===== src/design/bps_pkg.sv =====
// Shared types, constants and helpers for the byte pattern search block.
// Used by every module under design/; depends on nothing else.
package bps_pkg;

    localparam int MAX_PATTERN = 16;
    localparam int MAX_BUFFER  = 65536;

    localparam int BYTE_W   = 8;
    localparam int LEN_W    = 5;                        // holds 0..31, field width
    localparam int PIDX_W   = 4;                        // index into MAX_PATTERN bytes
    localparam int SEEN_W   = $clog2(MAX_BUFFER + 1);   // holds 0..MAX_BUFFER
    localparam int OFFSET_W = 16;
    localparam int CFG_IDX_W  = 8;
    localparam int CFG_DATA_W = 64;

    localparam logic [SEEN_W-1:0]   SEEN_LIMIT = SEEN_W'(MAX_BUFFER);
    localparam logic [SEEN_W-1:0]   OFFSET_SAT = SEEN_W'(2 ** OFFSET_W - 1);
    localparam logic [LEN_W-1:0]    LEN_MAX    = LEN_W'(MAX_PATTERN);

    // configuration register indexes
    localparam logic [CFG_IDX_W-1:0] CFG_PATTERN_LOW    = CFG_IDX_W'(0);
    localparam logic [CFG_IDX_W-1:0] CFG_PATTERN_HIGH   = CFG_IDX_W'(1);
    localparam logic [CFG_IDX_W-1:0] CFG_PATTERN_LENGTH = CFG_IDX_W'(2);
    localparam logic [CFG_IDX_W-1:0] CFG_CASE_FOLD      = CFG_IDX_W'(3);

    localparam logic [BYTE_W-1:0] ASCII_UPPER_A = 8'h41;
    localparam logic [BYTE_W-1:0] ASCII_UPPER_Z = 8'h5A;
    localparam logic [BYTE_W-1:0] ASCII_CASE    = 8'h20;

    typedef logic [MAX_PATTERN-1:0][BYTE_W-1:0] window_t;

    typedef struct packed {
        logic [BYTE_W-1:0] data_byte;
        logic              last_byte;
    } in_item_t;

    typedef struct packed {
        logic                found;
        logic [OFFSET_W-1:0] match_offset;
        logic                too_long;
    } out_item_t;

    typedef struct packed {
        logic [CFG_DATA_W-1:0] pattern_low;
        logic [CFG_DATA_W-1:0] pattern_high;
        logic [LEN_W-1:0]      pattern_length;
        logic                  case_fold;
    } cfg_t;

    // ASCII upper case to lower case when folding is on
    function automatic logic [BYTE_W-1:0] fold_byte(input logic [BYTE_W-1:0] b,
                                                    input logic en);
        logic [BYTE_W-1:0] r;
        r = b;
        if (en && (b inside {[ASCII_UPPER_A:ASCII_UPPER_Z]}))
            r = b + ASCII_CASE;
        return r;
    endfunction

endpackage


===== src/design/byte_pattern_search.sv =====
// Top level of the byte pattern search block: buffer state, result forming.
// Depends on bps_pkg, bps_cfg_regs, bps_window_cmp and bps_out_buf.
//
//  channel  direction  handshake              payload
//  in       request in in_valid / in_ready    in_data  (in_item_t: data_byte, last_byte)
//  out      result out out_valid / out_ready  out_data (out_item_t: found, offset, too_long)
//  cfg      write in   cfg_valid / cfg_ready  cfg_index, cfg_data (64 bits)
//
// One request is taken every cycle while in_ready is high; its result, if any, is
// registered in the output register, or in the skid entry if the output is stalled;
// in_ready drops only while that entry is full. The per-byte path is window shift,
// 16-byte compare and counter update, all between the state registers and the result
// register. Reset clears the counters and flags, not the window, and sets
// pattern_length to 1. cfg_ready is always high; writes apply from the next request on.
module byte_pattern_search
    import bps_pkg::*;
(
    input  logic                  clk,
    input  logic                  rst_n,
    input  logic                  in_valid,
    output logic                  in_ready,
    input  in_item_t              in_data,
    output logic                  out_valid,
    input  logic                  out_ready,
    output out_item_t             out_data,
    input  logic                  cfg_valid,
    output logic                  cfg_ready,
    input  logic [CFG_IDX_W-1:0]  cfg_index,
    input  logic [CFG_DATA_W-1:0] cfg_data
);

    cfg_t cfg;

    // per-buffer state
    window_t           window_reg, window_next;
    logic [SEEN_W-1:0] seen_reg, seen_next;
    logic              reported_reg, reported_next;
    logic              overflow_reg, overflow_next;

    logic              accept;
    logic              has_room;
    logic              push;
    out_item_t         push_data;
    logic [LEN_W-1:0]  len_eff;
    logic              hit;
    window_t           window_shift;
    logic [SEEN_W-1:0] seen_inc;
    logic [SEEN_W-1:0] start;

    bps_cfg_regs u_cfg (
        .clk       (clk),
        .rst_n     (rst_n),
        .cfg_valid (cfg_valid),
        .cfg_ready (cfg_ready),
        .cfg_index (cfg_index),
        .cfg_data  (cfg_data),
        .cfg       (cfg)
    );

    // newest byte enters at position 0
    assign window_shift = {window_reg[MAX_PATTERN-2:0], in_data.data_byte};
    assign seen_inc     = seen_reg + SEEN_W'(1);
    assign start        = seen_inc - SEEN_W'(len_eff);

    bps_window_cmp u_cmp (
        .window  (window_shift),
        .cfg     (cfg),
        .len_eff (len_eff),
        .hit     (hit)
    );

    assign in_ready = has_room;
    assign accept   = in_valid && in_ready;

    always_comb
    begin
        window_next   = window_reg;
        seen_next     = seen_reg;
        reported_next = reported_reg;
        overflow_next = overflow_reg;
        push          = 1'b0;
        push_data     = '0;

        if (accept)
        begin
            if (!reported_reg && !overflow_reg)
            begin
                if (seen_reg == SEEN_LIMIT)
                begin
                    overflow_next = 1'b1;     // buffer past the counter limit
                end
                else
                begin
                    window_next = window_shift;
                    seen_next   = seen_inc;
                    if ((seen_inc >= SEEN_W'(len_eff)) && hit)
                    begin
                        push                   = 1'b1;
                        push_data.found        = 1'b1;
                        push_data.match_offset = (start > OFFSET_SAT) ?
                                                 OFFSET_SAT[OFFSET_W-1:0] :
                                                 start[OFFSET_W-1:0];
                        push_data.too_long     = 1'b0;
                        reported_next          = 1'b1;
                    end
                end
            end

            if (in_data.last_byte)
            begin
                // buffer end with no match so far: not-found result
                if (!push && !reported_reg)
                begin
                    push               = 1'b1;
                    push_data.found    = 1'b0;
                    push_data.match_offset = '0;
                    push_data.too_long = overflow_next;
                end
                seen_next     = '0;
                reported_next = 1'b0;
                overflow_next = 1'b0;
            end
        end
    end

    bps_out_buf u_out (
        .clk       (clk),
        .rst_n     (rst_n),
        .push      (push),
        .push_data (push_data),
        .has_room  (has_room),
        .out_valid (out_valid),
        .out_ready (out_ready),
        .out_data  (out_data)
    );

    always_ff @(posedge clk or negedge rst_n)
    begin
        if (!rst_n)
        begin
            seen_reg     <= '0;
            reported_reg <= 1'b0;
            overflow_reg <= 1'b0;
        end
        else
        begin
            seen_reg     <= seen_next;
            reported_reg <= reported_next;
            overflow_reg <= overflow_next;
        end
    end

    // window bytes are only compared after this buffer has written them
    always_ff @(posedge clk)
    begin
        window_reg <= window_next;
    end

endmodule


===== src/design/bps_cfg_regs.sv =====
// Configuration register file of the byte pattern search block.
// Depends on bps_pkg.
module bps_cfg_regs
    import bps_pkg::*;
(
    input  logic                  clk,
    input  logic                  rst_n,
    input  logic                  cfg_valid,
    output logic                  cfg_ready,
    input  logic [CFG_IDX_W-1:0]  cfg_index,
    input  logic [CFG_DATA_W-1:0] cfg_data,
    output cfg_t                  cfg
);

    cfg_t cfg_reg;
    cfg_t cfg_next;

    assign cfg_ready = 1'b1;
    assign cfg       = cfg_reg;

    always_comb
    begin
        cfg_next = cfg_reg;
        if (cfg_valid)
        begin
            case (cfg_index)
                CFG_PATTERN_LOW:    cfg_next.pattern_low    = cfg_data;
                CFG_PATTERN_HIGH:   cfg_next.pattern_high   = cfg_data;
                CFG_PATTERN_LENGTH: cfg_next.pattern_length = cfg_data[LEN_W-1:0];
                CFG_CASE_FOLD:      cfg_next.case_fold      = cfg_data[0];
                default:            cfg_next = cfg_reg;   // unmapped index ignored
            endcase
        end
    end

    always_ff @(posedge clk or negedge rst_n)
    begin
        if (!rst_n)
        begin
            cfg_reg.pattern_low    <= '0;
            cfg_reg.pattern_high   <= '0;
            cfg_reg.pattern_length <= LEN_W'(1);
            cfg_reg.case_fold      <= 1'b0;
        end
        else
        begin
            cfg_reg <= cfg_next;
        end
    end

endmodule


===== src/design/bps_window_cmp.sv =====
// Parallel window compare: checks the newest bytes of the window against the pattern.
// Depends on bps_pkg.
module bps_window_cmp
    import bps_pkg::*;
(
    input  window_t          window,    // newest byte at position 0
    input  cfg_t             cfg,
    output logic [LEN_W-1:0] len_eff,
    output logic             hit
);

    window_t pattern;

    assign pattern = {cfg.pattern_high, cfg.pattern_low};

    always_comb
    begin
        len_eff = cfg.pattern_length;
        if (len_eff == '0)
            len_eff = LEN_W'(1);
        if (len_eff > LEN_MAX)
            len_eff = LEN_MAX;
    end

    // window position j pairs with pattern byte len-1-j
    always_comb
    begin
        logic [LEN_W-1:0]  pidx;
        logic [BYTE_W-1:0] wb;
        logic [BYTE_W-1:0] pb;
        hit = 1'b1;
        for (int j = 0; j < MAX_PATTERN; j++)
        begin
            pidx = len_eff - LEN_W'(j) - LEN_W'(1);
            wb   = fold_byte(window[j], cfg.case_fold);
            pb   = fold_byte(pattern[pidx[PIDX_W-1:0]], cfg.case_fold);
            if ((LEN_W'(j) < len_eff) && (wb != pb))
                hit = 1'b0;
        end
    end

endmodule


===== src/design/bps_out_buf.sv =====
// Two-entry result buffer (output register plus skid) for the search block.
// Depends on bps_pkg.
module bps_out_buf
    import bps_pkg::*;
(
    input  logic      clk,
    input  logic      rst_n,
    input  logic      push,
    input  out_item_t push_data,
    output logic      has_room,
    output logic      out_valid,
    input  logic      out_ready,
    output out_item_t out_data
);

    logic      head_valid_reg, head_valid_next;
    logic      skid_valid_reg, skid_valid_next;
    out_item_t head_reg, head_next;
    out_item_t skid_reg, skid_next;
    logic      pop;

    assign pop       = head_valid_reg && out_ready;
    assign has_room  = !skid_valid_reg;
    assign out_valid = head_valid_reg;
    assign out_data  = head_reg;

    always_comb
    begin
        head_valid_next = head_valid_reg;
        skid_valid_next = skid_valid_reg;
        head_next       = head_reg;
        skid_next       = skid_reg;
        if (skid_valid_reg)
        begin
            if (pop)
            begin
                head_next       = skid_reg;
                skid_valid_next = 1'b0;
            end
        end
        else if (push)
        begin
            if (!head_valid_reg || pop)
            begin
                head_next       = push_data;
                head_valid_next = 1'b1;
            end
            else
            begin
                skid_next       = push_data;
                skid_valid_next = 1'b1;
            end
        end
        else if (pop)
        begin
            head_valid_next = 1'b0;
        end
    end

    always_ff @(posedge clk or negedge rst_n)
    begin
        if (!rst_n)
        begin
            head_valid_reg <= 1'b0;
            skid_valid_reg <= 1'b0;
        end
        else
        begin
            head_valid_reg <= head_valid_next;
            skid_valid_reg <= skid_valid_next;
        end
    end

    always_ff @(posedge clk)
    begin
        head_reg <= head_next;
        skid_reg <= skid_next;
    end

endmodule

===== config.mk =====
export PLATFORM = sky130hd
export DESIGN_NAME = byte_pattern_search
export DESIGN_NICKNAME = d
export VERILOG_FILES = /design/src/design/bps_pkg.sv /design/src/design/byte_pattern_search.sv /design/src/design/bps_cfg_regs.sv /design/src/design/bps_window_cmp.sv /design/src/design/bps_out_buf.sv
export SDC_FILE = /design/constraint.sdc
export NUM_CORES = 1
export LEC_CHECK = 0
export BUFFER_PORTS_ARGS = -buffer_cell sky130_fd_sc_hd__buf_2
export CELL_PAD_IN_SITES_DETAIL_PLACEMENT = 0
export CELL_PAD_IN_SITES_GLOBAL_PLACEMENT = 1
export CORE_MARGIN = 4
export CORE_UTILIZATION = 30
export CTS_CLUSTER_DIAMETER = 200
export DETAILED_ROUTE_END_ITERATION = 7
export GPL_ROUTABILITY_DRIVEN = 0
export PLACE_DENSITY = 0.67
export SYNTH_ARGS = -nofsm -noshare
export SYNTH_HDL_FRONTEND = slang
export SYNTH_SLANG_ARGS = --single-unit

===== constraint.sdc =====
create_clock -name clk -period 7.45 [get_ports clk]
set_input_delay 0.3725 -clock clk [delete_from_list [all_inputs] [get_ports clk]]
set_output_delay 0.3725 -clock clk [all_outputs]
set_load 0.01 [all_outputs]

==> run metrics <==
die extent in y 307.8 um; Seq. cell area 8571 um^2; total CTS buffers 38; top cells by area, synth edfxtp_1, dfrtp_1, mux4_2, mux2i_1, mux2_2; WS Path Type reg2reg; Final ANT Viol Nets 0; synth-to-layout area growth 11.36%; Crit path required time 7.87 ns; Synth warnings 0; Net Count, Synth 2733; drt via density 6.189; GR Layer Usage met2 32.88%; sequential share of the synthesized area 31.77%; Final Max Tran Viols 0; post-cts resize count 0; met3 Usage GRT 6.568%; drt first pass iters 7; cell row count 109; clock skew 0.03388 ns; Most Crowded Layer GR met2; Die ar. 94730 um^2; Rel. slew slack 18.10%; vias 23692; layout cells sized above 1 23.70%; r2r worst-path depth 18; Mapped Cells 2602; hold_sp cfg_data[62]; worst min path class in2reg; number of flops mapped to enable cells by yosys 156; Worst R2R Start u_cfg.cfg[4]; Reg2Reg Setup Slack 0.32 ns; Lkg Pwr 0.01164 uW; maximum root-to-sink buffer count 3; Hold Crit Depth 2; Remaining Overflow, GRT 0; WL final 107000 um; count of state elements after synthesis 311; area share of the largest cell type after synthesis 17.38%; largest net degree at the start of global routing 116; Buffers on Ports 105; dpl ws 0.7063 ns; max reg flops 134; worst-margin pin slew 1.221 ns; first-pass GRT wire length 156700 um; Clock Latency Late Sink 0.59 ns; crit start category flip-flop; hold path endpoint u_cfg.cfg[132]; most frequent cells after synthesis mux2i_1, nand2_1, mux2_2; cell area after layout 30020 um^2; Nets 2768; Post-Syn Area 26960 um^2; Pwr Density 210.9 nW/um^2; drt drc 0; fin crit share 95.74%; max_cap viols 0; setup TNS 0 ns; Hold Vio Cnt, Final 0; RSZ-0062 raised after global routing false; Max VDD drop 225.4 uV; CP arrival 7.55 ns; antenna violations before repair 2; synthesized area per cell 10.36 um^2; Setup Buffers After CTS 0; Tmin final 7.132 ns; fmax 140.2 MHz; drt initial violations 2856; vias in the first global route 22225; CTS tree yes; Die Wd 307.8 um; count of final setup violators 0; post-synthesis cell type count 104; top-count cell post-synth mux2i_1; Final WS setup 0.3176 ns; TritonCTS Sinks 311; CTS H-Tree Depth 2; core box area 88780 um^2; Hold Buf Count CTS 4; area post-placement 28720 um^2; routed len/inst 27.94 um; Main synth FF type edfxtp_1; root buffer cell clkbuf_16; fillers 8976; multi-input combinational cell area 17450 um^2; io pins 107; maximum fanout along the worst path 35; Final Util 33.82%; CP Capture Type flip-flop; DP HPWL 82200 um; Initial Util 30.37%; Async S/R FF share, synth 49.84%; global-route usage over all layers 22.10%; R2R Path End u_out.out_data[8]; area leader, netlist edfxtp_1; status finished, final reports clean; CTS clk-pin slew, worst paths 0.06 ns; global routing met1 resource utilization 29.82%
[cells by family (layout without fill, tap and decap cells)]
family | after synthesis | count (layout) | share of synthesized area [%]
AND/OR/NAND/NOR | 764 | 764 | 13.96
flip-flops | 311 | 311 | 31.77
adder cells (fa/ha/maj) | 46 | 46 | 2.126
other | 1 | 2 | 0.01391
buffers and inverters | 221 | 281 | 3.838
AO/OA/AOI/OAI | 497 | 497 | 12.43
multiplexers | 592 | 592 | 30.15
XOR/XNOR | 170 | 170 | 5.718
[critical path, cell delays in order (launching register included)]
cell and delay, ns:
dfrtp_1 0.39, buf_4 0.50, xor2_1 0.19, buf_4 0.25, nand2_1 0.53, buf_4 0.42, mux4_2 0.29, mux2i_1 0.14
mux2i_1 0.21, or4b_1 0.57, a311oi_1 0.57, mux2i_1 0.38, o31ai_1 0.58, a32oi_1 0.27, a21oi_1 0.33, nand4_1 0.16
or4_1 0.62, buf_4 0.30, o21ai_1 0.21
[power by group]
part / internal (uW) / switching, uW
combinational: 827 / 1350
sequential: 2020 / 267
clock: 1100 / 773
total: 3950 / 2390
[final cells by class]
cell class                 instances  share of cell area (%)
multi-input combinational       2070                   58.12
clock buffer                      42                   3.284
tap                             1165                   4.855
antenna                            1                0.008335
clock inverter                    23                  0.9002
timing repair buffer             174                   3.738
sequential                       311                   28.55
inverter                          42                  0.5418
[cell usage in the layout (no fill, tap or decap), types with 86 or more instances in the layout]
cell type  instances
o21ai_0           86
nand2_1          203
mux4_2           158
edfxtp_1         156
nand3_1          117
buf_2            104
xnor2_1          100
mux2_2           178
a21oi_1          105
nor2_1           162
mux2i_1          253
dfrtp_1          151
[per-stage QoR]
stage | instances | hold slack, ns | total power [uW]
final | 3828 | 0.02619 | 6333
after global routing | 3827 | 0.02060 | 6605
after CTS | 3827 | 0.01018 | 6322
after detailed placement | 3758 | 0.4717 | 4425
after global placement | 3758 | 0.4737 | 4417
after floorplan | 2602 | 0.07691 | 3682
[per-layer routing]
layer	up-vias	wire length, um
met5	-	13
met4	2	5613
met3	321	12450
met2	1480	45830
met1	11753	43050
li1	10136	-
[worst max path at each step]
stage	startpoint	slack [ns]	to	depth (start not counted)
finish	u_cfg.cfg[4]	0.32	u_out.out_data[8]	18
CTS	u_cfg.cfg[4]	0.66	u_out.out_data[8]	18
floorplan	u_cfg.cfg[1]	0.14	u_out.out_data[0]	24
detailed placement	u_cfg.cfg[4]	0.71	u_out.out_data[8]	18
global placement	u_cfg.cfg[4]	0.60	u_out.out_data[8]	18
global route	u_cfg.cfg[4]	0.41	u_out.out_data[8]	18
Power figures use the tool's default switching activity.
